===== config.mk =====
export PLATFORM = sky130hd
export DESIGN_NAME = copy_stream_until_delimiter_top
export DESIGN_NICKNAME = d
export VERILOG_FILES = /design/src/rtl/core/csud_pkg.sv /design/src/rtl/core/csud_queue.sv /design/src/rtl/core/csud_front.sv /design/src/rtl/core/csud_back.sv /design/src/rtl/core/copy_stream_until_delimiter_top.sv
export SDC_FILE = /design/constraint.sdc
export NUM_CORES = 1
export LEC_CHECK = 0
export ABC_AREA = 1
export BUFFER_PORTS_ARGS = -buffer_cell sky130_fd_sc_hd__buf_2
export CORE_ASPECT_RATIO = 1.2
export CORE_UTILIZATION = 32
export CTS_CLUSTER_DIAMETER = 40
export DETAILED_ROUTE_END_ITERATION = 6
export GPL_TIMING_DRIVEN = 0
export PLACE_DENSITY = 0.58
export SYNTH_ARGS = -nofsm -noshare
export SYNTH_HDL_FRONTEND = slang
export SYNTH_SLANG_ARGS = --single-unit

===== constraint.sdc =====
create_clock -name i_clk -period 6.4 [get_ports i_clk]
set_input_delay 0.64 -clock i_clk [delete_from_list [all_inputs] [get_ports i_clk]]
set_output_delay 0.64 -clock i_clk [all_outputs]
set_load 0.02 [all_outputs]

===== src/rtl/core/csud_pkg.sv =====
// Shared types, codes and helpers for the copy_stream_until_delimiter block.
// No dependencies.
`default_nettype none

package csud_pkg;

    // parameter defaults
    localparam int MAX_DELIM_DEF   = 8;
    localparam int COUNT_WIDTH_DEF = 32;
    localparam int Q_DEPTH         = 4;

    // register widths and indexes
    localparam int CFG_DATA_W = 64;
    localparam int CFG_IDX_W  = 2;
    localparam int DLEN_W     = 4;
    localparam int MAXC_W     = 32;
    localparam logic [CFG_IDX_W-1:0] CFG_DELIM     = 2'd0;
    localparam logic [CFG_IDX_W-1:0] CFG_DELIM_LEN = 2'd1;
    localparam logic [CFG_IDX_W-1:0] CFG_MAX_COUNT = 2'd2;

    // run status codes
    localparam logic [1:0] ST_RUN     = 2'd0;
    localparam logic [1:0] ST_FOUND   = 2'd1;
    localparam logic [1:0] ST_LIMIT   = 2'd2;
    localparam logic [1:0] ST_IGNORED = 2'd3;

    // flush count fits the largest delimiter less one
    localparam int FLUSH_W = 3;

    typedef struct packed {
        logic [7:0] data_byte;
        logic       start_new;
    } t_in;

    typedef struct packed {
        logic [7:0] out_byte;
        logic       has_byte;
        logic [1:0] status;
        logic       last_of_run;
    } t_out;

    // one classified word: held bytes to replay, then a final result
    typedef struct packed {
        logic [FLUSH_W-1:0] flush_n;
        logic [7:0]         data;
        logic               has;
        logic [1:0]         status;
    } t_cmd;

    // byte i of the delimiter register
    function automatic logic [7:0] delim_byte(input logic [CFG_DATA_W-1:0] d,
                                              input logic [DLEN_W-1:0] i);
        logic [2:0] sel;
        sel = i[2:0];
        return d[{3'd0, sel} * 8 +: 8];
    endfunction

endpackage

`default_nettype wire


===== src/rtl/core/csud_queue.sv =====
// Small register FIFO between the classifier and the result sequencer.
// Depends on csud_pkg.
`default_nettype none

module csud_queue #(
    parameter int DEPTH = csud_pkg::Q_DEPTH
) (
    input  wire logic          i_clk,
    input  wire logic          i_rst_n,
    input  wire logic          i_push,
    input  wire csud_pkg::t_cmd i_data,
    output logic               o_full,
    output logic               o_valid,
    input  wire logic          i_pop,
    output csud_pkg::t_cmd     o_data
);
    import csud_pkg::*;

    localparam int AW = (DEPTH > 1) ? $clog2(DEPTH) : 1;

    t_cmd          r_mem [DEPTH];
    logic [AW-1:0] r_wr;
    logic [AW-1:0] r_rd;
    logic [AW:0]   r_cnt;

    logic do_push;
    logic do_pop;

    assign o_full  = (r_cnt == (AW+1)'(DEPTH));
    assign o_valid = (r_cnt != '0);
    assign o_data  = r_mem[r_rd];
    assign do_push = i_push && !o_full;
    assign do_pop  = i_pop && o_valid;

    // pointers and fill count
    always_ff @(posedge i_clk) begin
        if (!i_rst_n) begin
            r_wr  <= '0;
            r_rd  <= '0;
            r_cnt <= '0;
        end else begin
            if (do_push) begin
                r_wr <= (r_wr == AW'(DEPTH-1)) ? '0 : r_wr + 1'b1;
            end
            if (do_pop) begin
                r_rd <= (r_rd == AW'(DEPTH-1)) ? '0 : r_rd + 1'b1;
            end
            r_cnt <= r_cnt + (AW+1)'(do_push) - (AW+1)'(do_pop);
        end
    end

    // storage
    always_ff @(posedge i_clk) begin
        if (do_push) begin
            r_mem[r_wr] <= i_data;
        end
    end

endmodule

`default_nettype wire


===== src/rtl/core/csud_front.sv =====
// Classifier: tracks match progress, byte count and run status per input word.
// Depends on csud_pkg.
`default_nettype none

module csud_front #(
    parameter int MAX_DELIM   = csud_pkg::MAX_DELIM_DEF,
    parameter int COUNT_WIDTH = csud_pkg::COUNT_WIDTH_DEF
) (
    input  wire logic                            i_clk,
    input  wire logic                            i_rst_n,
    input  wire logic                            i_accept,
    input  wire csud_pkg::t_in                   i_item,
    input  wire logic [csud_pkg::CFG_DATA_W-1:0] i_delim,
    input  wire logic [csud_pkg::DLEN_W-1:0]     i_delim_len,
    input  wire logic [csud_pkg::MAXC_W-1:0]     i_max_count,
    output logic                                 o_emit,
    output csud_pkg::t_cmd                       o_cmd
);
    import csud_pkg::*;

    localparam int MC_W = $clog2(MAX_DELIM + 1);
    localparam logic [DLEN_W-1:0] MAXD      = DLEN_W'(MAX_DELIM);
    localparam logic [DLEN_W-1:0] FLUSH_MAX = DLEN_W'(MAX_DELIM - 1);

    logic [MC_W-1:0]        r_mc;
    logic [COUNT_WIDTH-1:0] r_bc;
    logic [1:0]             r_rs;
    logic [MC_W-1:0]        n_mc;
    logic [COUNT_WIDTH-1:0] n_bc;
    logic [1:0]             n_rs;

    logic [MC_W-1:0]        mc_eff;
    logic [COUNT_WIDTH-1:0] bc_eff;
    logic [1:0]             rs_eff;
    logic [DLEN_W-1:0]      len;
    logic [DLEN_W-1:0]      mc_ext;
    logic [DLEN_W-1:0]      mc_inc;
    logic [DLEN_W-1:0]      flush;
    logic                   hit;
    logic [63:0]            max_ext;
    logic [COUNT_WIDTH-1:0] max_cw;

    // clamp overlong length, align the limit to the count width
    assign len     = (i_delim_len > MAXD) ? MAXD : i_delim_len;
    assign max_ext = {{(64 - MAXC_W){1'b0}}, i_max_count};
    assign max_cw  = max_ext[COUNT_WIDTH-1:0];

    // classify the word
    always_comb begin
        mc_eff = i_item.start_new ? '0 : r_mc;
        bc_eff = i_item.start_new ? '0 : r_bc;
        rs_eff = i_item.start_new ? ST_RUN : r_rs;
        mc_ext = DLEN_W'(mc_eff);
        mc_inc = mc_ext + 1'b1;
        flush  = (mc_ext > FLUSH_MAX) ? FLUSH_MAX : mc_ext;
        hit    = (len != '0) && (mc_ext < len)
                 && (i_item.data_byte == delim_byte(i_delim, mc_ext));
        n_mc   = mc_eff;
        n_bc   = bc_eff;
        n_rs   = rs_eff;
        o_emit = 1'b0;
        o_cmd  = '0;
        if (rs_eff != ST_RUN) begin
            // finished run: word is ignored, state kept
            o_emit       = 1'b1;
            o_cmd.status = ST_IGNORED;
        end else begin
            n_bc = bc_eff + 1'b1;
            if (hit) begin
                if (mc_inc == len) begin
                    n_mc         = '0;
                    n_rs         = ST_FOUND;
                    o_emit       = 1'b1;
                    o_cmd.status = ST_FOUND;
                end else begin
                    n_mc = MC_W'(mc_inc);
                end
            end else begin
                // mismatch: replay held prefix, then this byte
                n_mc          = '0;
                o_emit        = 1'b1;
                o_cmd.flush_n = FLUSH_W'(flush);
                o_cmd.data    = i_item.data_byte;
                o_cmd.has     = 1'b1;
                o_cmd.status  = ST_RUN;
            end
            if (n_rs == ST_RUN && i_max_count != '0 && n_bc == max_cw) begin
                n_mc         = '0;
                n_rs         = ST_LIMIT;
                o_emit       = 1'b1;
                o_cmd.status = ST_LIMIT;
            end
        end
    end

    // run state
    always_ff @(posedge i_clk) begin
        if (!i_rst_n) begin
            r_mc <= '0;
            r_bc <= '0;
            r_rs <= ST_RUN;
        end else if (i_accept) begin
            r_mc <= n_mc;
            r_bc <= n_bc;
            r_rs <= n_rs;
        end
    end

endmodule

`default_nettype wire


===== src/rtl/core/csud_back.sv =====
// Result sequencer: expands one classified word into its result words.
// Depends on csud_pkg.
`default_nettype none

module csud_back (
    input  wire logic                            i_clk,
    input  wire logic                            i_rst_n,
    input  wire logic                            i_q_valid,
    input  wire csud_pkg::t_cmd                  i_q_data,
    output logic                                 o_q_pop,
    input  wire logic [csud_pkg::CFG_DATA_W-1:0] i_delim,
    input  wire logic                            i_pop,
    output logic                                 o_empty,
    output csud_pkg::t_out                       o_result
);
    import csud_pkg::*;

    logic               r_valid;
    t_cmd               r_cmd;
    logic [FLUSH_W-1:0] r_idx;
    logic               last;
    logic               taken;

    assign last    = (r_idx == r_cmd.flush_n);
    assign taken   = r_valid && i_pop;
    assign o_empty = !r_valid;
    assign o_q_pop = i_q_valid && (!r_valid || (taken && last));

    // current result word
    always_comb begin
        o_result.out_byte    = last ? r_cmd.data
                                    : delim_byte(i_delim, DLEN_W'(r_idx));
        o_result.has_byte    = last ? r_cmd.has : 1'b1;
        o_result.status      = r_cmd.status;
        o_result.last_of_run = last;
    end

    // step through held bytes, load next word after the final one
    always_ff @(posedge i_clk) begin
        if (!i_rst_n) begin
            r_valid <= 1'b0;
            r_idx   <= '0;
        end else if (taken && !last) begin
            r_idx <= r_idx + 1'b1;
        end else if (!r_valid || taken) begin
            r_valid <= i_q_valid;
            r_idx   <= '0;
        end
    end

    always_ff @(posedge i_clk) begin
        if (o_q_pop) begin
            r_cmd <= i_q_data;
        end
    end

endmodule

`default_nettype wire


===== src/rtl/core/copy_stream_until_delimiter_top.sv =====
// Top level of the stream copy block: configuration registers, classifier,
// word queue and result sequencer. Depends on csud_pkg, csud_front,
// csud_queue and csud_back.
//
// Usage: one byte word is accepted per cycle while full is low. Each word
// gives zero results (byte held as part of a delimiter match), one result,
// or, when it breaks a partial match of k held bytes, k+1 results. The
// sequencer hands out one result per cycle while pop is high, and a
// four-word queue between the two sides absorbs runs of results before
// full rises. A word's results pass through the queue and then the
// sequencer's result register before they reach the result ports.
// The user writes registers through i_cfg_we/i_cfg_idx/i_cfg_data only
// while no word is in flight; the block itself does not enforce this. An
// index beyond the list is ignored.
`default_nettype none

module copy_stream_until_delimiter_top #(
    parameter int MAX_DELIM   = csud_pkg::MAX_DELIM_DEF,
    parameter int COUNT_WIDTH = csud_pkg::COUNT_WIDTH_DEF
) (
    input  wire logic                            i_clk,
    input  wire logic                            i_rst_n,
    input  wire logic                            i_cfg_we,
    input  wire logic [csud_pkg::CFG_IDX_W-1:0]  i_cfg_idx,
    input  wire logic [csud_pkg::CFG_DATA_W-1:0] i_cfg_data,
    input  wire logic                            push,
    output logic                                 full,
    input  wire csud_pkg::t_in                   i_item,
    output logic                                 empty,
    input  wire logic                            pop,
    output csud_pkg::t_out                       o_result
);
    import csud_pkg::*;

    logic [CFG_DATA_W-1:0] r_delim;
    logic [DLEN_W-1:0]     r_delim_len;
    logic [MAXC_W-1:0]     r_max_count;

    logic accept;
    logic emit;
    t_cmd cmd;
    logic q_valid;
    logic q_pop;
    t_cmd q_data;

    assign accept = push && !full;

    // configuration registers
    always_ff @(posedge i_clk) begin
        if (!i_rst_n) begin
            r_delim     <= '0;
            r_delim_len <= '0;
            r_max_count <= '0;
        end else if (i_cfg_we) begin
            unique case (i_cfg_idx)
                CFG_DELIM:     r_delim     <= i_cfg_data;
                CFG_DELIM_LEN: r_delim_len <= i_cfg_data[DLEN_W-1:0];
                CFG_MAX_COUNT: r_max_count <= i_cfg_data[MAXC_W-1:0];
                default: ;
            endcase
        end
    end

    csud_front #(
        .MAX_DELIM   (MAX_DELIM),
        .COUNT_WIDTH (COUNT_WIDTH)
    ) u_front (
        .i_clk       (i_clk),
        .i_rst_n     (i_rst_n),
        .i_accept    (accept),
        .i_item      (i_item),
        .i_delim     (r_delim),
        .i_delim_len (r_delim_len),
        .i_max_count (r_max_count),
        .o_emit      (emit),
        .o_cmd       (cmd)
    );

    csud_queue #(
        .DEPTH (Q_DEPTH)
    ) u_queue (
        .i_clk   (i_clk),
        .i_rst_n (i_rst_n),
        .i_push  (accept && emit),
        .i_data  (cmd),
        .o_full  (full),
        .o_valid (q_valid),
        .i_pop   (q_pop),
        .o_data  (q_data)
    );

    csud_back u_back (
        .i_clk     (i_clk),
        .i_rst_n   (i_rst_n),
        .i_q_valid (q_valid),
        .i_q_data  (q_data),
        .o_q_pop   (q_pop),
        .i_delim   (r_delim),
        .i_pop     (pop),
        .o_empty   (empty),
        .o_result  (o_result)
    );

endmodule

`default_nettype wire


### Word-level counts from Yosys, hierarchy flattened

Memories as Yosys holds them, arrays and structs flattened. A register that Yosys moved wholly into a read port is not among the register bits.
Index checks and enable logic that the tools add are counted.

| word-level totals | value |
|---|---|
| flip-flop bits (word level) | 149 |
| latch bits | 0 |
| RAM bits | 56 |
| ROM bits | 0 |
| output and inout bits | 14 |
| word-level logic and storage cells | 95 |
| memories kept | 1 |

| operators by class | value |
|---|---|
| $add $sub $neg | 7 |
| multiply operators | 0 |
| div/mod/pow operators | 0 |
| magnitude comparators | 3 |
| equal/unequal tests | 9 |
| shift-type cells | 2 |
| mux-type cells | 33 |
| bitwise gates (word level) | 1 |
| reductions and logical operators | 28 |

Memory list:

| memory | depth | bits a word | read ports | clocked after memory_dff | wr ports | RTL line | source |
|---|---|---|---|---|---|---|---|
| u_queue.r_mem | 4 | 14 | 1 | 1 | 1 | csud_queue.sv:21 | `t_cmd r_mem [DEPTH];` |

Operator list:

| cell | count |
|---|---|
| $shiftx A64 B7 Y8 | 2 |
| $mux W32 | 2 |
| $add A32 B1 Y32 const B | 1 |
| $eq A32 B32 Y1 | 1 |
| $reduce_bool A32 Y1 | 1 |
| $mux W12 | 2 |
| $mux W4 | 6 |
| $mux W2 | 11 |
| $logic_and A1 B1 Y1 | 12 |
| $mux W3 | 3 |
| $eq A8 B8 Y1 | 1 |
| $mux W1 | 8 |
| $mux W8 | 1 |
| $reduce_and A2 Y1 | 4 |
| $eq A2 B2 Y1 const B | 3 |
| $add A2 B1 Y2 const B | 2 |
| $add A4 B1 Y4 const B | 1 |
| $eq A4 B4 Y1 | 1 |
| $gt A4 B3 Y1 const B | 1 |
| $gt A4 B4 Y1 const B | 1 |
| $logic_not A2 Y1 | 2 |
| $lt A4 B4 Y1 | 1 |
| $reduce_bool A2 Y1 | 2 |
| $reduce_bool A4 Y1 | 1 |
| 10 further kinds | 13 |

### Depth between registers and ports, before layout

| depth | value |
|---|---|
| depth after elaboration | 16 |
| mapped depth | 25 |

### By module

From an unflattened synthesis, not the netlist that was laid out.

| second synthesis, totals | value |
|---|---|
| cells, all modules | 1,926 |
| area total of the unflattened synthesis | 13,678.1 sq um |

Modules (own cells, without submodules):

| module | instances | cells an instance | area each (sq um) | seq. area each (sq um) |
|---|---|---|---|---|
| copy_stream_until_delimiter_top | 1 | 653 | 5,047.3 | 2,001.9 |
| csud_front | 1 | 870 | 4,664.5 | 760.7 |
| csud_queue | 1 | 198 | 2,576.2 | 1,861.8 |
| csud_back | 1 | 205 | 1,390.1 | 500.5 |

### Worst setup path before layout

Ideal clock, no wire load.

| timing | value |
|---|---|
| path kind | input to register |
| start | input port i_item[0] in the netlist's numbering |
| end | memory u_queue.r_mem[0][0] in the netlist's numbering, enable pin |
| library setup time | 385 ps |
| arrival | 3,276 ps |
| required time | 6,015 ps |
| slack | 2,739 ps |
| stages on the path | 20 |
| buffers on the path | 2 |
| path through | buf_6 buf_6 nor2_1 ha_1 nand4_1 clkinv_1 nand2_1 nor2_1 nand2_1 nand2_1 nand2_1 nand2_1 nand2_1 nor2_1 nand2_1 nor2_2 nand3_2 nand3_2 nand2_4 nor2_1 |

| on the way | value |
|---|---|
| cells in the longest elaborated chain, start to end | 15 |
| elaborated cells between the ends (all ways) | 27 |
| those cells by class | add/sub: 2; order compare: 1; eq/ne: 3; shift: 1; mux: 12; reduce/logical: 8 |

RTL lines:

| item | RTL line | source |
|---|---|---|
| start, declared | copy_stream_until_delimiter_top.sv:28 | `input wire csud_pkg::t_in i_item,` |
| $mux W4 | csud_front.sv:50 | `mc_eff = i_item.start_new ? '0 : r_mc;` |
| $shiftx A64 B7 Y8, or another cell as far along | csud_pkg.sv:55 | `return d[{3'd0, sel} * 8 +: 8];` |
| $eq A8 B8 Y1, or another cell as far along | csud_front.sv:57 | `&& (i_item.data_byte == delim_byte(i_delim, mc_ext));` |
| $logic_and A1 B1 Y1 / $mux W2 (equally long branches) | csud_front.sv:57, csud_front.sv:70 |  |
| $mux W2 | csud_front.sv:69 | `if (hit) begin` |
| $mux W2 | csud_front.sv:63 | `if (rs_eff != ST_RUN) begin` |
| $logic_not A2 Y1 | csud_front.sv:87 | `if (n_rs == ST_RUN && i_max_count != '0 && n_bc == max_cw) begin` |
| $logic_and A1 B1 Y1 (2 in a row) | csud_front.sv:87 |  |
| $mux W1 | csud_front.sv:87 |  |
| $mux W1 (*) | csud_front.sv:63 |  |
| $logic_and A1 B1 Y1 (*) | copy_stream_until_delimiter_top.sv:84 | `.i_push (accept && emit),` |
| $logic_and A1 B1 Y1 (*) | csud_queue.sv:32 | `assign do_push = i_push && !o_full;` |
| $mux W1 (*) | csud_queue.sv:54 | `if (do_push) begin` |
| $mux W1 (not written as such) (*) | csud_queue.sv:55 | `r_mem[r_wr] <= i_data;` |
| end, declared | csud_queue.sv:21 |  |

Mark *: on every way between the ends. The rest lies on a longest branch, timed or not. The select of a mux whose other input is x is not followed.

### Final worst setup path

| timing | value |
|---|---|
| start | input port i_item[0] in the netlist's numbering |
| end | memory u_queue.r_mem[2][12] in the netlist's numbering, enable pin |

Same word-level chain as after synthesis.

==> results.py <==
metrics = {
    "drt": {
        "wl_met3_microns": 2180,
        "met1_length_microns": 17500,
        "viasPerCell": 5.10,
        "highest_layer": "met4",
        "drt-total-wl_microns": 42700,
        "drt_first_pass_iters": 6,
        "wire_per_inst_microns": 18.9,
        "drc_errors": 0,
        "via_count": 11500,
        "ant_nets": 0,
        "drt_iter0_markers": 892,
        "dr_wl_met2_microns": 20600,
    },
    "finish": {
        "drive_gt1_share_pct": 11.9,
        "n_fill_cell": 3803,
        "nNetsFinal": 1856,
        "area_growth_pct": 19.4,
    },
    "global_routing": {
        "grt_pass1_vias": 11300,
        "track_usage_pct": 23.3,
        "overflow": 0,
        "grt_pass1_wl_microns": 65200,
        "antenna_found_initial": 2,
        "grt_max_degree": 15,
    },
    "logic_synthesis": {
        "syn_nets": 1723,
        "synth_cell_types": 44,
        "async_reset_ff_share_pct": 0,
        "ys.flop_type": "dfxtp_1",
        "ys_ff_latch": 219,
        "syn_area_per_cell_sq_um": 7.11,
        "synth_edf_count": 70,
        "netlist_area_sq_um": 11600,
        "yosysSeqAreaShare_pct": 43.9,
        "yosys_warnings": 0,
        "syn_inst": 1628,
    },
    "critical_path": {
        "endpoint_kind": "flip-flop",
        "r2r_slack_ns": 1.90,
        "crit_arrival_ns": 4.75,
        "critPathBufInv": 3,
        "cp.required_ns": 6.54,
        "cp_slowest_stage_delay_ns": 1.00,
        "cpMaxStageDelayCell": "nor2_1",
        "critical_path_class": "primary input to flip-flop",
        "r2r-start": "u_front.r_bc[0]",
        "cpLargestDelayFamily": "simple AND/OR/NAND/NOR gates",
        "reg2reg_depth": 19,
        "cp-start-kind": "primary input",
        "timing.rr.end": "u_queue.r_mem[2][12]",
        "cp_cell_sequence": "buf_6 > buf_6 > nor2_1 > ha_1 > nand4_1 > clkinv_1 > nand3_1 > nand2_1 > nand2_1 > nand2_1 > nand2_1 > nor2_1 > nand2_1 > nor2_1 > nand2_1 > nor2_2 > nand3_2 > nand3_2 > nand2_4 > nor2_1",
        "crit_top_cell": "nand2_1",
        "critPathMaxFanout": 14,
    },
    "power": {
        "fin_total_pwr_mw": 4.76,
        "ir_drop_v": 0.000315,
        "p_per_area_nw_per_um2": 344,
        "leakage_nw": 5.74,
    },
    "timing": {
        "fmax_mhz": 217,
        "hold_viol_final": 0,
        "finalSetupTns_ns": 0,
        "rsz0062_at_grt": "no",
        "hold_ws_ns": 0.334,
        "maxSlewHeadroom_pct": 5.16,
        "setup_viol": 0,
        "maxSlewViolCount": 0,
        "timing.final.ws_setup_ns": 1.80,
        "fin_crit_ns": 4.60,
        "clock_skew_ns": 0.0293,
        "min_period_over_period_pct": 71.9,
        "worstMarginPinSlew_ns": 1.41,
    },
    "cts": {
        "insertion_delay_ns": 0.54,
        "htree_levels": 2,
        "cts_buffer_depth": 3,
        "hold_buffers": 0,
        "clockRootBuffer": "clkbuf_16",
        "cts_tree": "yes",
        "cts_inserted_buffers": 37,
        "cts_resized": 0,
        "clk_pin_slew_ns": 0.06,
        "cts.sink_count": 219,
        "cts_setup_buffers": 0,
    },
    "worst_hold_path": {
        "whs_path_depth": 3,
        "min_to": "r_delim[53]",
        "hp-class": "primary input to flip-flop",
        "worstHoldStart": "i_cfg_data[53]",
    },
    "floorplanning": {
        "coreArea_sq_um": 35300,
        "die_h_microns": 210,
        "io_pins": 94,
        "dieWidth_microns": 176,
        "num_rows": 75,
        "initial_core_util_pct": 32.8,
        "die_area_sq_um": 37000,
    },
    "job": {
        "max_cap_viol_count": 0,
    },
    "run_status": {
        "status": "complete, no violations",
    },
    "placement": {
        "portBuffers": 92,
        "place.gp.congestion": 0.940,
        "dp_hpwl_microns": 32600,
        "pre_cts_ws_ns": 1.25,
    },
}
## registers in the layout (all words and copies together) (netlist names)
name             flops
u_back.r_cmd        12
u_back.r_valid       1
r_max_count         32
u_front.r_mc         4
u_queue.r_rd         2
u_queue.r_mem       56
r_delim             64
r_delim_len          4
u_queue.r_wr         2
u_back.o_result      2
u_queue.r_cnt        3
u_back.r_idx         3
u_front.r_bc        32
u_front.r_rs         2
## cell usage in the layout (no fill, tap or decap), types with 6 or more instances in the layout
cell type    n
nand2_1    291
clkinv_4     7
o22ai_1     14
buf_2      101
nor2_2      18
clkbuf_16   37
clkinv_1     7
o21ai_0    200
clkinv_2     8
nand3_1    136
clkbuf_1    64
ha_1        14
nor2_4       6
dfxtp_1    149
o32ai_1      8
o211ai_1     7
edfxtp_1    70
buf_4        7
nor3_1       8
inv_1      151
a21oi_1     88
nand4_1     14
xnor2_1      8
nor2_1     311
## worst max-delay path by stage
stage / endpoint / from / cells after the start / slack [ns]
6_report: u_queue.r_mem[2][12] / i_item[0] / 20 / 1.80
5_1_grt: u_queue.r_mem[2][3] / i_item[0] / 19 / 1.49
4_1_cts: u_queue.r_mem[1][13] / i_item[0] / 19 / 1.81
3_5_place_dp: u_queue.r_mem[1][4] / i_item[0] / 19 / 1.25
3_3_place_gp: u_queue.r_mem[3][4] / i_item[0] / 19 / 1.15
2_1_floorplan: u_queue.r_mem[0][0] / i_item[0] / 20 / 2.74
## layer usage
metal | vias up | GRT usage, %
met3 | 120 | 3.32
met1 | 5336 | 27.8
met5 | - | 0
met4 | 0 | 13.7
met2 | 397 | 39.8
li1 | 5643 | -
## cells in the mapped netlist, types with 5 or more instances
cell	instances	area, sq um
dfxtp_1	149	2980
clkinv_1	6	22.5
nor2_4	6	67.6
xnor2_1	8	70.1
clkbuf_1	60	225
o32ai_1	8	70.1
nor2_1	314	1180
o21ai_0	200	1000
buf_4	6	45.0
edfxtp_1	70	2100
nand2_1	291	1090
nor2_2	15	93.8
nand3_1	136	681
nand3b_1	5	37.5
nand2_2	5	31.3
mux2i_1	5	50.1
ha_1	14	175
buf_2	9	45.0
a21oi_1	88	440
nor3_1	8	40.0
o211ai_1	7	52.6
o22ai_1	14	87.6
o221ai_1	5	43.8
inv_1	151	567
nand4_1	14	87.6
## logic make-up after synthesis
family | share of synthesized area, %
and+or+nand+nor | 29.1
AOI/OAI and AO/OA | 15.5
buffers and inverters | 8.39
DFF | 43.9
adders and majority gates | 1.69
xor gates and xnor gates | 0.951
muxes | 0.432
## report_power, final
part / leakage, nW / total [mW] / internal, mW / switching, mW
logic: 3.30 / 1.13 / 0.355 / 0.779
registers: 1.87 / 1.75 / 1.65 / 0.103
clock network: 0.571 / 1.88 / 1.13 / 0.753
## worst register-to-register path: cells and delay by family, from the launching register on
kind	cells	cell delay [ns]
and+or+nand+nor	16	3.21
buffers and inverters	2	0.33
DFF	1	0.32
adders and majority gates	1	0.23
## per-stage QoR
| step | util, % | area, sq um | cells |
|---|---|---|---|
| 2_1_floorplan | - | 11600 | 1628 |
| 3_3_place_gp | 35.8 | 12600 | 2182 |
| 3_5_place_dp | 35.8 | 12600 | 2183 |
| 4_1_cts | 39.2 | 13800 | 2251 |
| 5_1_grt | 39.2 | 13800 | 2254 |
| 6_report | 39.2 | 13800 | 2254 |
## final cells by class
| class | count | area (sq um) | area share (%) |
|---|---|---|---|
| Inverter | 160 | 608 | 4.40 |
| Tap cell | 462 | 578 | 4.18 |
| Buffer | 80 | 364 | 2.63 |
| Clock buffer | 41 | 941 | 6.80 |
| Sequential cell | 219 | 5080 | 36.8 |
| Antenna cell | 2 | 5.00 | 0.0362 |
| Clock inverter | 27 | 235 | 1.70 |
| Multi-Input combinational cell | 1169 | 5530 | 40.0 |
| Timing Repair Buffer | 94 | 483 | 3.49 |
No activity file was read; power rests on OpenSTA's default activity.
